**config.mk**
```make
export PLATFORM = sky130hd
export DESIGN_NAME = rme_isqrt
export DESIGN_NICKNAME = d
export VERILOG_FILES = /design/src/hdl/rme_pkg.sv /design/src/hdl/rme_isqrt.sv
export SDC_FILE = /design/constraint.sdc
export NUM_CORES = 1
export LEC_CHECK = 0
export BUFFER_PORTS_ARGS = -buffer_cell sky130_fd_sc_hd__buf_2
export CAP_MARGIN = 20
export CORE_UTILIZATION = 46
export CTS_BUF_LIST = sky130_fd_sc_hd__clkbuf_2 sky130_fd_sc_hd__clkbuf_4 sky130_fd_sc_hd__clkbuf_8
export DETAILED_ROUTE_END_ITERATION = 8
export SETUP_SLACK_MARGIN = 0.02
export SLEW_MARGIN = 15
export SYNTH_ARGS = -nofsm -noshare
export SYNTH_HDL_FRONTEND = slang
export SYNTH_SLANG_ARGS = --single-unit
```
**constraint.sdc**
```tcl
create_clock -name clk -period 3.8 [get_ports clk]
set_clock_uncertainty 0.15 [all_clocks]
set_input_delay 0.38 -clock clk [delete_from_list [all_inputs] [get_ports clk]]
set_output_delay 0.38 -clock clk [all_outputs]
set_load 0.02 [all_outputs]
```
**src/hdl/rme_pkg.sv**
```systemverilog
package rme_pkg;

	localparam int unsigned IN_W   = 16;
	localparam int unsigned CFG_W  = 15;
	localparam int unsigned CY_W   = 15;
	localparam int unsigned SQ_W   = 32;
	localparam int unsigned OP_W   = 17;
	localparam int unsigned XY_W   = 36;
	localparam int unsigned Z_W    = 24;
	localparam int unsigned ATAN_W = 20;
	localparam int unsigned RND_W  = Z_W - 7;
	localparam int unsigned SQ_STAGES = 16;

	localparam logic [CFG_W-1:0] GIMBAL_RESET = CFG_W'(16);
	localparam logic signed [IN_W-1:0] ONE_Q14 = IN_W'(16384);
	localparam logic [SQ_W-1:0] ONE_SQ = SQ_W'(32'h1000_0000);
	localparam logic signed [Z_W-1:0] HALF_PI_Z = Z_W'(1647099);
	localparam logic signed [RND_W-1:0] PI_OUT = RND_W'(25736);
	localparam logic signed [RND_W-1:0] HALF_PI_OUT = RND_W'(12868);

	localparam logic [ATAN_W-1:0] ATAN_TAB [32] = '{
		20'd823550, 20'd486170, 20'd256879, 20'd130396, 20'd65451, 20'd32757,
		20'd16383, 20'd8192, 20'd4096, 20'd2048, 20'd1024, 20'd512, 20'd256,
		20'd128, 20'd64, 20'd32, 20'd16, 20'd8, 20'd4, 20'd2, 20'd1,
		20'd0, 20'd0, 20'd0, 20'd0, 20'd0, 20'd0, 20'd0, 20'd0, 20'd0, 20'd0, 20'd0
	};

	typedef struct packed {
		logic signed [IN_W-1:0] r00;
		logic signed [IN_W-1:0] r01;
		logic signed [IN_W-1:0] r10;
		logic signed [IN_W-1:0] r11;
		logic signed [IN_W-1:0] r21;
		logic signed [IN_W-1:0] r22;
		logic signed [IN_W-1:0] sy;
	} side_t;

endpackage

```
**src/hdl/rme_isqrt.sv**
```systemverilog
module rme_isqrt
	import rme_pkg::*;
(
	input  logic            clk,
	input  logic            en,
	input  logic [SQ_W-1:0] v_in,
	output logic [CY_W-1:0] root
);
	logic [SQ_W-1:0] v_s   [SQ_STAGES+1];
	logic [SQ_W-1:0] res_s [SQ_STAGES+1];

	assign v_s[0]   = v_in;
	assign res_s[0] = '0;

	// one result bit per stage, highest first
	for (genvar k = 0; k < SQ_STAGES; k++) begin : g_stage
		localparam logic [SQ_W-1:0] BIT = SQ_W'(1) << (30 - 2 * k);
		logic [SQ_W-1:0] trial;
		assign trial = res_s[k] + BIT;
		always_ff @(posedge clk) begin
			if (en) begin
				if (v_s[k] >= trial) begin
					v_s[k+1]   <= v_s[k] - trial;
					res_s[k+1] <= (res_s[k] >> 1) + BIT;
				end else begin
					v_s[k+1]   <= v_s[k];
					res_s[k+1] <= res_s[k] >> 1;
				end
			end
		end
	end

	assign root = res_s[SQ_STAGES][CY_W-1:0];
endmodule

```
==> metrics.cfg, run 1 <==
[run_status]
status=finished, final reports clean

[grt]
antenna_found_initial=1
grt_pass1_wl_mm=96.46
track_usage=0.1909
grt_pass1_vias=18380
grt_start_max_net_pins=88
grt_overflow=0

[clocking]
clock_sinks=615
root_buffer=clkbuf_8
cts_max_level=3
cts_resized=0
clk_latency_ns=0.72
clockBufferDepth=3
cts_tree=done
cts.clk_slew.worst_paths_ns=0.06
numCtsBuffers=102

[yosys]
yosysTopAreaCell=edfxtp_1
yosys_register_bits=615
synth_ff_type=edfxtp_1
synth_edf_count=615
yosys-top-cells-count=edfxtp_1, inv_1, ha_1, nor2_1, a21oi_1
syn_nets=2440
synthArstFlopShare=0
avgSynthCellArea_um2=12.93
ys_warn_count=0
synth_cell_types=81
yosysMostFrequentCell=edfxtp_1
synthTopCellsByArea=edfxtp_1, ha_1, xnor2_1, inv_1, xor2_1
synth_seq_area_share=0.6333
synth_top_area_frac=0.6333
syn_inst=2256
netlist_area_um2=29160

[finish]
drive_gt1_frac=0.1109
seqCellArea_um2=18470
multi_input_area_um2=9847
layout.nets=2622
final_cells=3353
synthToLayoutAreaGrowth_pct=13.07
fill_cells=5275

[die]
die_y_um=253.8
ioPinCount=49
die_area_um2=64410
initial_utilization=0.4691
fp.coreArea_um2=62170
die_width_um=253.8
fp-row-count=91

[detailed_routing]
dr.pass1.iters=5
drcViolationCount=0
drt_iter0_drc=1229
drt-vias-per-instance=5.394
antenna_left=0
detail_route.wl_per_cell_um=17.88
finalWirelength_mm=59.96
num_vias=18090

[sta]
hold_violations=0
grt_setup_unrepaired=no
fin_crit_ns=3.431
finalCritPeriodShare=0.9028
setup_tns_ns=0
tightest_slew_ns=0.7995
setup_viol_count_final=0
slew_violations=0
max_slew_margin=0.4638
maxClockFrequency_ghz=0.2915

[place]
dp_cells=3138
gp_congestion=0.8818
dpl.hpwl_mm=43.82
port-buffer-count=48

[worst_hold_path]
hold_path_class=in -> reg

[worst_setup_path]
r2r_end=v_s[48]
crit_fanout=26
critPathLaunchType=flop
r2r_slack_ns=0.37
worstSetupEndpoint=v_s[48]
cp.required_ns=4.07
critPathCaptureType=flop
r2r-start=v_s[77]
path_class=reg -> reg
cp-startpoint=v_s[77]
arrival_ns=3.70
r2r_cells=10

[power]
p_int_mw=12.97
p_comb_frac=0.169
pwr-share-seq=0.511
p_leak_nw=12.48
switching_share=0.2790
switchingPower_mw=5.021
power_density_nw_per_um2=545.6
p_clk_frac=0.320
peakVddDrop_mv=0.3306

[job]
cap_violations=0

cell type report:
cell class | instances | share of cell area
timing repair buffer | 113 | 0.02755
sequential | 615 | 0.5600
multi-input combinational | 1419 | 0.2986
antenna | 1 | 0.00007589
tap | 837 | 0.03176
clock buffer | 124 | 0.04777
inverter | 187 | 0.02129
clock inverter | 57 | 0.01290
layout by cell type, fill, tap and decap left out, drive strengths merged, types with 6 or more instances in the layout:
master	instances
nand2b	36
nand3	36
xor2	76
o22ai	6
nand4	26
o21a	33
or3	25
dlygate4sd3	33
buf	80
and4	6
a21oi	130
nand4b	10
nand2	121
a2111oi	6
and3	16
inv	193
a21o	24
nor3	58
nor2	146
edfxtp	615
a211oi	10
nor3b	6
a31oi	12
o31ai	11
nand3b	9
mux2i	6
o211ai	11
nor4	59
ha	150
clkinv	47
nor2b	24
and2	12
xnor2	118
mux2	20
or2	9
or4	16
nor4b	13
clkbuf	124
o21ai	101
critical path: stages, from the launching register on:
cell and delay [ns]:
edfxtp_1 0.41, ha_1 0.38, a21o_1 0.18, a21o_1 0.18, a221o_1 0.42, a2111oi_4 0.42, and3_1 0.36, inv_2 0.26
buf_4 0.24, nor2_1 0.08, a21oi_1 0.05
timing repair:
| item | in CTS | in global routing |
|---|---|---|
| endpoints found under the hold margin | 32 | 0 |
| setup buffers | 0 | 0 |
| hold buffers | 33 | 0 |
power by group through the flow:
stage	Sequential (mW)	Clock [mW]	Combinational, mW
after detailed placement	9.33	0	3.01
after global placement	9.31	0	2.96
after CTS	9.20	5.94	3.06
final	9.19	5.76	3.04
after floorplan	9.05	0	2.25
after global routing	9.28	6.22	3.41
per-layer routing:
metal,vias up,global-route usage,part of all wire
li1,8834,-,-
met1,8808,0.2250,0.41
met2,328,0.3464,0.52
met3,116,0.03257,0.033
met4,0,0.07091,0.029
met5,-,0,0
sequential cells by signal, summed over array words and instances, names as in the netlist:
register	flops
res_s	120
root	15
v_s	480
cells by family after synthesis:
family                   Yosys count  share of synthesized area
adder cells (fa/ha/maj)          150                    0.06436
AO/OA/AOI/OAI                    408                    0.08834
XOR/XNOR                         194                    0.05826
multiplexers                      26                   0.009782
AND/OR/NAND/NOR                  641                     0.1163
flip-flops                       615                     0.6333
buffers and inverters            222                    0.02969
how the worst min path moves through the flow:
stage,startpoint,to,cells after the start,slack (ns)
2_1_floorplan,v_s[193],v_s[161],0,0.27
3_3_place_gp,v_s[368],v_s[336],0,0.27
4_1_cts,en,v_s[318],1,0.03
5_1_grt,en,v_s[318],1,0.06
6_report,en,res_s[311],1,0.07
3_5_place_dp,v_s[329],v_s[297],0,0.28
per-stage QoR:
step	power, mW	setup WS [ns]	instance area, um^2	hold slack (ns)	util
detailed placement	12.34	0.3967	30640	0.2764	0.4929
CTS	18.19	0.3665	32970	0.02543	0.5304
global route	18.90	0.1026	32980	0.06148	0.5304
floorplan	11.31	0.9250	29160	0.2666	-
global placement	12.27	0.5113	30640	0.2724	0.4929
finish	17.99	0.3692	32980	0.06624	0.5304
No activity file was read; power rests on OpenSTA's default activity.
==> run 2, diff against run 1 <==
--- a/config.mk
+++ b/config.mk
@@ -11,4 +11,5 @@
 export CTS_BUF_LIST = sky130_fd_sc_hd__clkbuf_2 sky130_fd_sc_hd__clkbuf_4 sky130_fd_sc_hd__clkbuf_8
 export DETAILED_ROUTE_END_ITERATION = 8
+export REMOVE_ABC_BUFFERS = 1
 export SETUP_SLACK_MARGIN = 0.02
 export SLEW_MARGIN = 15
--- a/constraint.sdc
+++ b/constraint.sdc
@@ -3,3 +3,3 @@
 set_input_delay 0.38 -clock clk [delete_from_list [all_inputs] [get_ports clk]]
 set_output_delay 0.38 -clock clk [all_outputs]
-set_load 0.02 [all_outputs]
+set_load 0.005 [all_outputs]
==> run 2 against run 1 <==
Effect of this change:
- fmax rose by 2.3%
- sequential power hardly changed
- die area unchanged
- first-iteration DRC count fell by 24%
- clock power decreased by 4.7%
- count of clock-buffer cells in the layout rose by 16
- critical path type unchanged
- critical endpoint is now v_s[40]
==> metrics.cfg, run 2 (same netlist as run 1, synthesis figures left out) <==
[sta]
tightest_slew_ns=0.7825
hold_violations=0
max_slew_margin=0.4752
maxClockFrequency_ghz=0.2983
fin_crit_ns=3.353
setup_viol_count_final=0
slew_violations=0
setup_tns_ns=0
finalCritPeriodShare=0.8823
grt_setup_unrepaired=no

[grt]
track_usage=0.1901
grt_pass1_vias=18520
grt_start_max_net_pins=119
antenna_found_initial=1
grt_overflow=0
grt_pass1_wl_mm=94.78

[die]
initial_utilization=0.4691
die_area_um2=64410
fp.coreArea_um2=62170
die_width_um=253.8
die_y_um=253.8
ioPinCount=49
fp-row-count=91

[clocking]
clk_latency_ns=0.70
cts_max_level=3
root_buffer=clkbuf_8
clock_sinks=615
clockBufferDepth=3
cts_tree=done
cts.clk_slew.worst_paths_ns=0.06
numCtsBuffers=100

[detailed_routing]
antenna_left=0
num_vias=17910
dr.pass1.iters=5
drt_iter0_drc=940
finalWirelength_mm=59.88
detail_route.wl_per_cell_um=17.89
drt-vias-per-instance=5.352
drcViolationCount=0

[finish]
drive_gt1_frac=0.1084
final_cell_mix=edfxtp_1, inv_1, ha_1
layout.nets=2614
design_area_um2=32850
largest_reg_flops=480
synthToLayoutAreaGrowth_pct=12.65
final_util=0.5284
final_common_cell=edfxtp_1
fill_cells=5368
regMostFlops=v_s

[job]
cap_violations=0

[power]
p_leak_nw=12.41
report.power.total_mw=17.71
peakVddDrop_mv=0.2749
power_density_nw_per_um2=539.1

[worst_setup_path]
arrival_ns=3.65
crit_family=compound AO/OA/AOI/OAI gates
crit_fanout=32
cp_num_buf_inv=1
path_class=reg -> reg
worst_path_largest_cell_delay_ns=0.41
cp_common_cell=a21o_1
slowest_stage=a221o_1
critPathLaunchType=flop
crit_chain=ha_1, a21o_1, a21o_1, a221o_1, a2111oi_4, and3_1, inv_2, mux2_2
critPathCaptureType=flop
cp.required_ns=4.10

[place]
gp_congestion=0.8634
port-buffer-count=48
dpl_cell_area_um2=30580
dpl.hpwl_mm=43.80

[worst_hold_path]
hold_path_class=in -> reg

[run_status]
status=finished, final reports clean

[run 2: cell count changes in the layout (fill, tap and decap cells not counted), moves of 2 or more]
cell / delta
clkinv_2: -14
clkbuf_8: -3
clkbuf_4: +19
inv_12: -2
bufinv_16: -4
clkinv_8: +2
buf_4: -7
[run 2: timing repair]
item,4_1_cts,5_1_grt
buffers inserted,0,0
hold buffers,34,0
resized for setup,0,1
endpoints found under the setup margin,0,1
hold endpoints to repair,74,0
[run 2: report_power, final]
part	internal [mW]	total (mW)	leakage (nW)	switching, mW
logic	1.36	3.05	5.50	1.69
registers	8.57	9.17	5.89	0.608
clock network	2.88	5.49	1.02	2.61
total	12.8	17.7	12.4	4.91
[run 2: area by class of cell]
| type | instances | area (um^2) | share of cell area |
|---|---|---|---|
| well taps | 837 | 1047 | 0.03188 |
| repair buffers | 107 | 865.8 | 0.02636 |
| diodes | 1 | 2.502 | 0.00007617 |
| multi-input cells | 1419 | 9847 | 0.2997 |
| clock buffers | 140 | 1677 | 0.05104 |
| inverters | 187 | 701.9 | 0.02137 |
| clock inverters | 41 | 242.7 | 0.007389 |
| flip-flops and latches | 615 | 18470 | 0.5622 |
[run 2: worst paths after layout]
| kind | start | end | slack, ns | cells after the start |
|---|---|---|---|---|
| max reg2reg | v_s[77] | v_s[40] | 0.45 | 8 |
| min | v_in[25] | v_s[505] | 0.25 | 2 |
| min reg2reg | v_s[335] | v_s[303] | 0.29 | 0 |
| max | v_s[77] | v_s[40] | 0.45 | 8 |
[run 2: per-layer routing]
layer	routed length [um]	global-route usage	vias up
met4	2898	0.1007	0
met2	32960	0.3706	368
met1	21920	0.1878	8556
li1	-	-	8824
met5	0	0	-
met3	2096	0.03503	166
[run 2: worst reg2reg max path, cell delays in order (launching register included)]
cell       delay [ns]
edfxtp_1         0.40
ha_1             0.39
a21o_1           0.19
a21o_1           0.17
a221o_1          0.41
a2111oi_4        0.41
and3_1           0.34
inv_2            0.29
mux2_2           0.37
[run 2: metrics by stage]
step           hold slack, ns  instances  setup WS, ns
2_1_floorplan          0.2666       2221        0.4098
4_1_cts                0.1680       3346        0.1009
5_1_grt                0.2043       3347        0.2679
3_3_place_gp           0.2736       3131       0.07811
3_5_place_dp           0.2811       3131        0.1376
6_report               0.2492       3347        0.4473
==> run 3, diff against run 2 <==
Settings changed: CTS_BUF_LIST sky130_fd_sc_hd__clkbuf_2 sky130_fd_sc_hd__clkbuf_4 sky130_fd_sc_hd__clkbuf_8 to sky130_fd_sc_hd__clkbuf_2.
==> run 3 against run 2 <==
Effect of this change:
- register-to-register slack is essentially flat
- via count grew 2.7%
- global-route usage grew 0.67 points
- non-clock buffer count grew 35
- sequential power is essentially flat
- largest cell class unchanged
- cell area shrank 0.49%
- routed wire length grew 2.9%
==> metrics.cfg, run 3 (same netlist as run 1, synthesis figures left out) <==
[clocking]
post_cts_buffers=0
cts_tree=done
clock_sinks=615
cts_max_level=4
clk_latency_ns=1.30
root_buffer=clkbuf_2
clockBufferDepth=3
numCtsBuffers=158
cts.clk_slew.worst_paths_ns=0.11

[finish]
regMostFlops=v_s
fill_cells=5434
largest_reg_flops=480
drive_gt1_frac=0.1346
design_area_um2=32690
synthToLayoutAreaGrowth_pct=12.09
final_common_cell=edfxtp_1
layout.nets=2707
seqCellArea_um2=18470
multi_input_area_um2=9847
final_cell_mix=edfxtp_1, clkbuf_2, inv_1

[detailed_routing]
detail_route.wl_per_cell_um=17.79
drt-vias-per-instance=5.307
num_vias=18390
finalWirelength_mm=61.64
dr.pass1.iters=5
drt_iter0_drc=941
antenna_left=0
drcViolationCount=0

[grt]
grt_pass1_vias=19150
track_usage=0.1968
grt_overflow=0
grt_start_max_net_pins=119
antenna_found_initial=2
grt_pass1_wl_mm=97.03

[sta]
hold_violations=0
finalWorstSetupSlack_ns=0.4578
setup_viol_count_final=0
setup_tns_ns=0
slew_violations=0
tightest_slew_ns=0.8457
fin_crit_ns=3.342
grt_setup_unrepaired=no
finalCritPeriodShare=0.8795
max_slew_margin=0.4362
maxClockFrequency_ghz=0.2992

[power]
p_leak_nw=12.59
pwr-share-seq=0.549
p_int_mw=11.69
p_clk_frac=0.265
switchingPower_mw=4.965
switching_share=0.2981
peakVddDrop_mv=0.2755
p_comb_frac=0.185
power_density_nw_per_um2=509.5

[die]
initial_utilization=0.4691
die_width_um=253.8
ioPinCount=49
fp.coreArea_um2=62170
die_y_um=253.8
fp-row-count=91
die_area_um2=64410

[worst_setup_path]
arrival_ns=4.21
cp_num_buf_inv=1
cp.depth=8
crit_chain=ha_1, a21oi_1, o21ai_0, a221o_1, a2111oi_4, and3_1, inv_2, mux2_2
crit_fanout=32
critPathLaunchType=flop
path_class=reg -> reg
cp.required_ns=4.67
crit_family=compound AO/OA/AOI/OAI gates
worst_path_largest_cell_delay_ns=0.42
critPathCaptureType=flop
slowest_stage=a2111oi_4
r2r_cells=8

[place]
dpl.hpwl_mm=43.80
port-buffer-count=48
dpl_cell_area_um2=30580
dp_slack_ns=0.1376
gp_congestion=0.8634

[run_status]
status=finished, final reports clean

[worst_hold_path]
hold_path_class=in -> reg
hold_depth=3

[job]
cap_violations=0

-- run 3: area by class of cell --
class | count | share of cell area
timing repair buffer | 142 | 0.03774
inverter | 187 | 0.02147
sequential | 615 | 0.5649
clock buffer | 217 | 0.03322
multi-input combinational | 1419 | 0.3012
clock inverter | 42 | 0.008918
antenna | 6 | 0.0004593
tap | 837 | 0.03204
-- run 3: worst paths after layout --
kind                            slack [ns]       end  startpoint
worst min register to register        0.28  v_s[371]    v_s[403]
worst max register to register        0.46   v_s[42]     v_s[73]
worst min-delay path                  0.18  v_s[501]    v_in[21]
worst max-delay path                  0.46   v_s[42]     v_s[73]
-- run 3: worst min-delay path, delay by kind of cell --
family / cells / cell delay (ns)
buffers and inverters: 3 / 1.15
-- run 3: power groups by stage --
stage               clock [mW]  sequential [mW]  combinational, mW
finish                    4.42             9.15               3.09
global placement             0             9.30               2.95
global route              4.94             9.25               3.46
CTS                       4.62             9.16               3.10
detailed placement           0             9.31               3.02
floorplan                    0             9.06               2.24
-- run 3: per-stage QoR --
step	instances	hold WS, ns	total power, mW	utilization
after floorplan	2221	0.2666	11.30	-
after global placement	3131	0.2736	12.25	0.4919
after detailed placement	3131	0.2811	12.33	0.4919
after CTS	3459	0.007440	16.88	0.5255
after global routing	3462	0.06451	17.64	0.5257
final	3465	0.1801	16.66	0.5258
-- run 3: what timing repair did --
item	CTS	global route
hold buffers	69	0
resized for setup	0	1
hold endpoints to repair	648	0
endpoints found under the setup margin	0	2
-- run 3: routing by layer --
| metal | up-vias | share of wire | track usage | wire length [um] |
|---|---|---|---|---|
| met5 | - | 0 | 0 | 0 |
| met4 | 0 | 0.046 | 0.1186 | 2820 |
| met3 | 162 | 0.038 | 0.04343 | 2354 |
| met2 | 380 | 0.55 | 0.3767 | 34010 |
| met1 | 8754 | 0.36 | 0.1902 | 22450 |
| li1 | 9094 | - | - | - |
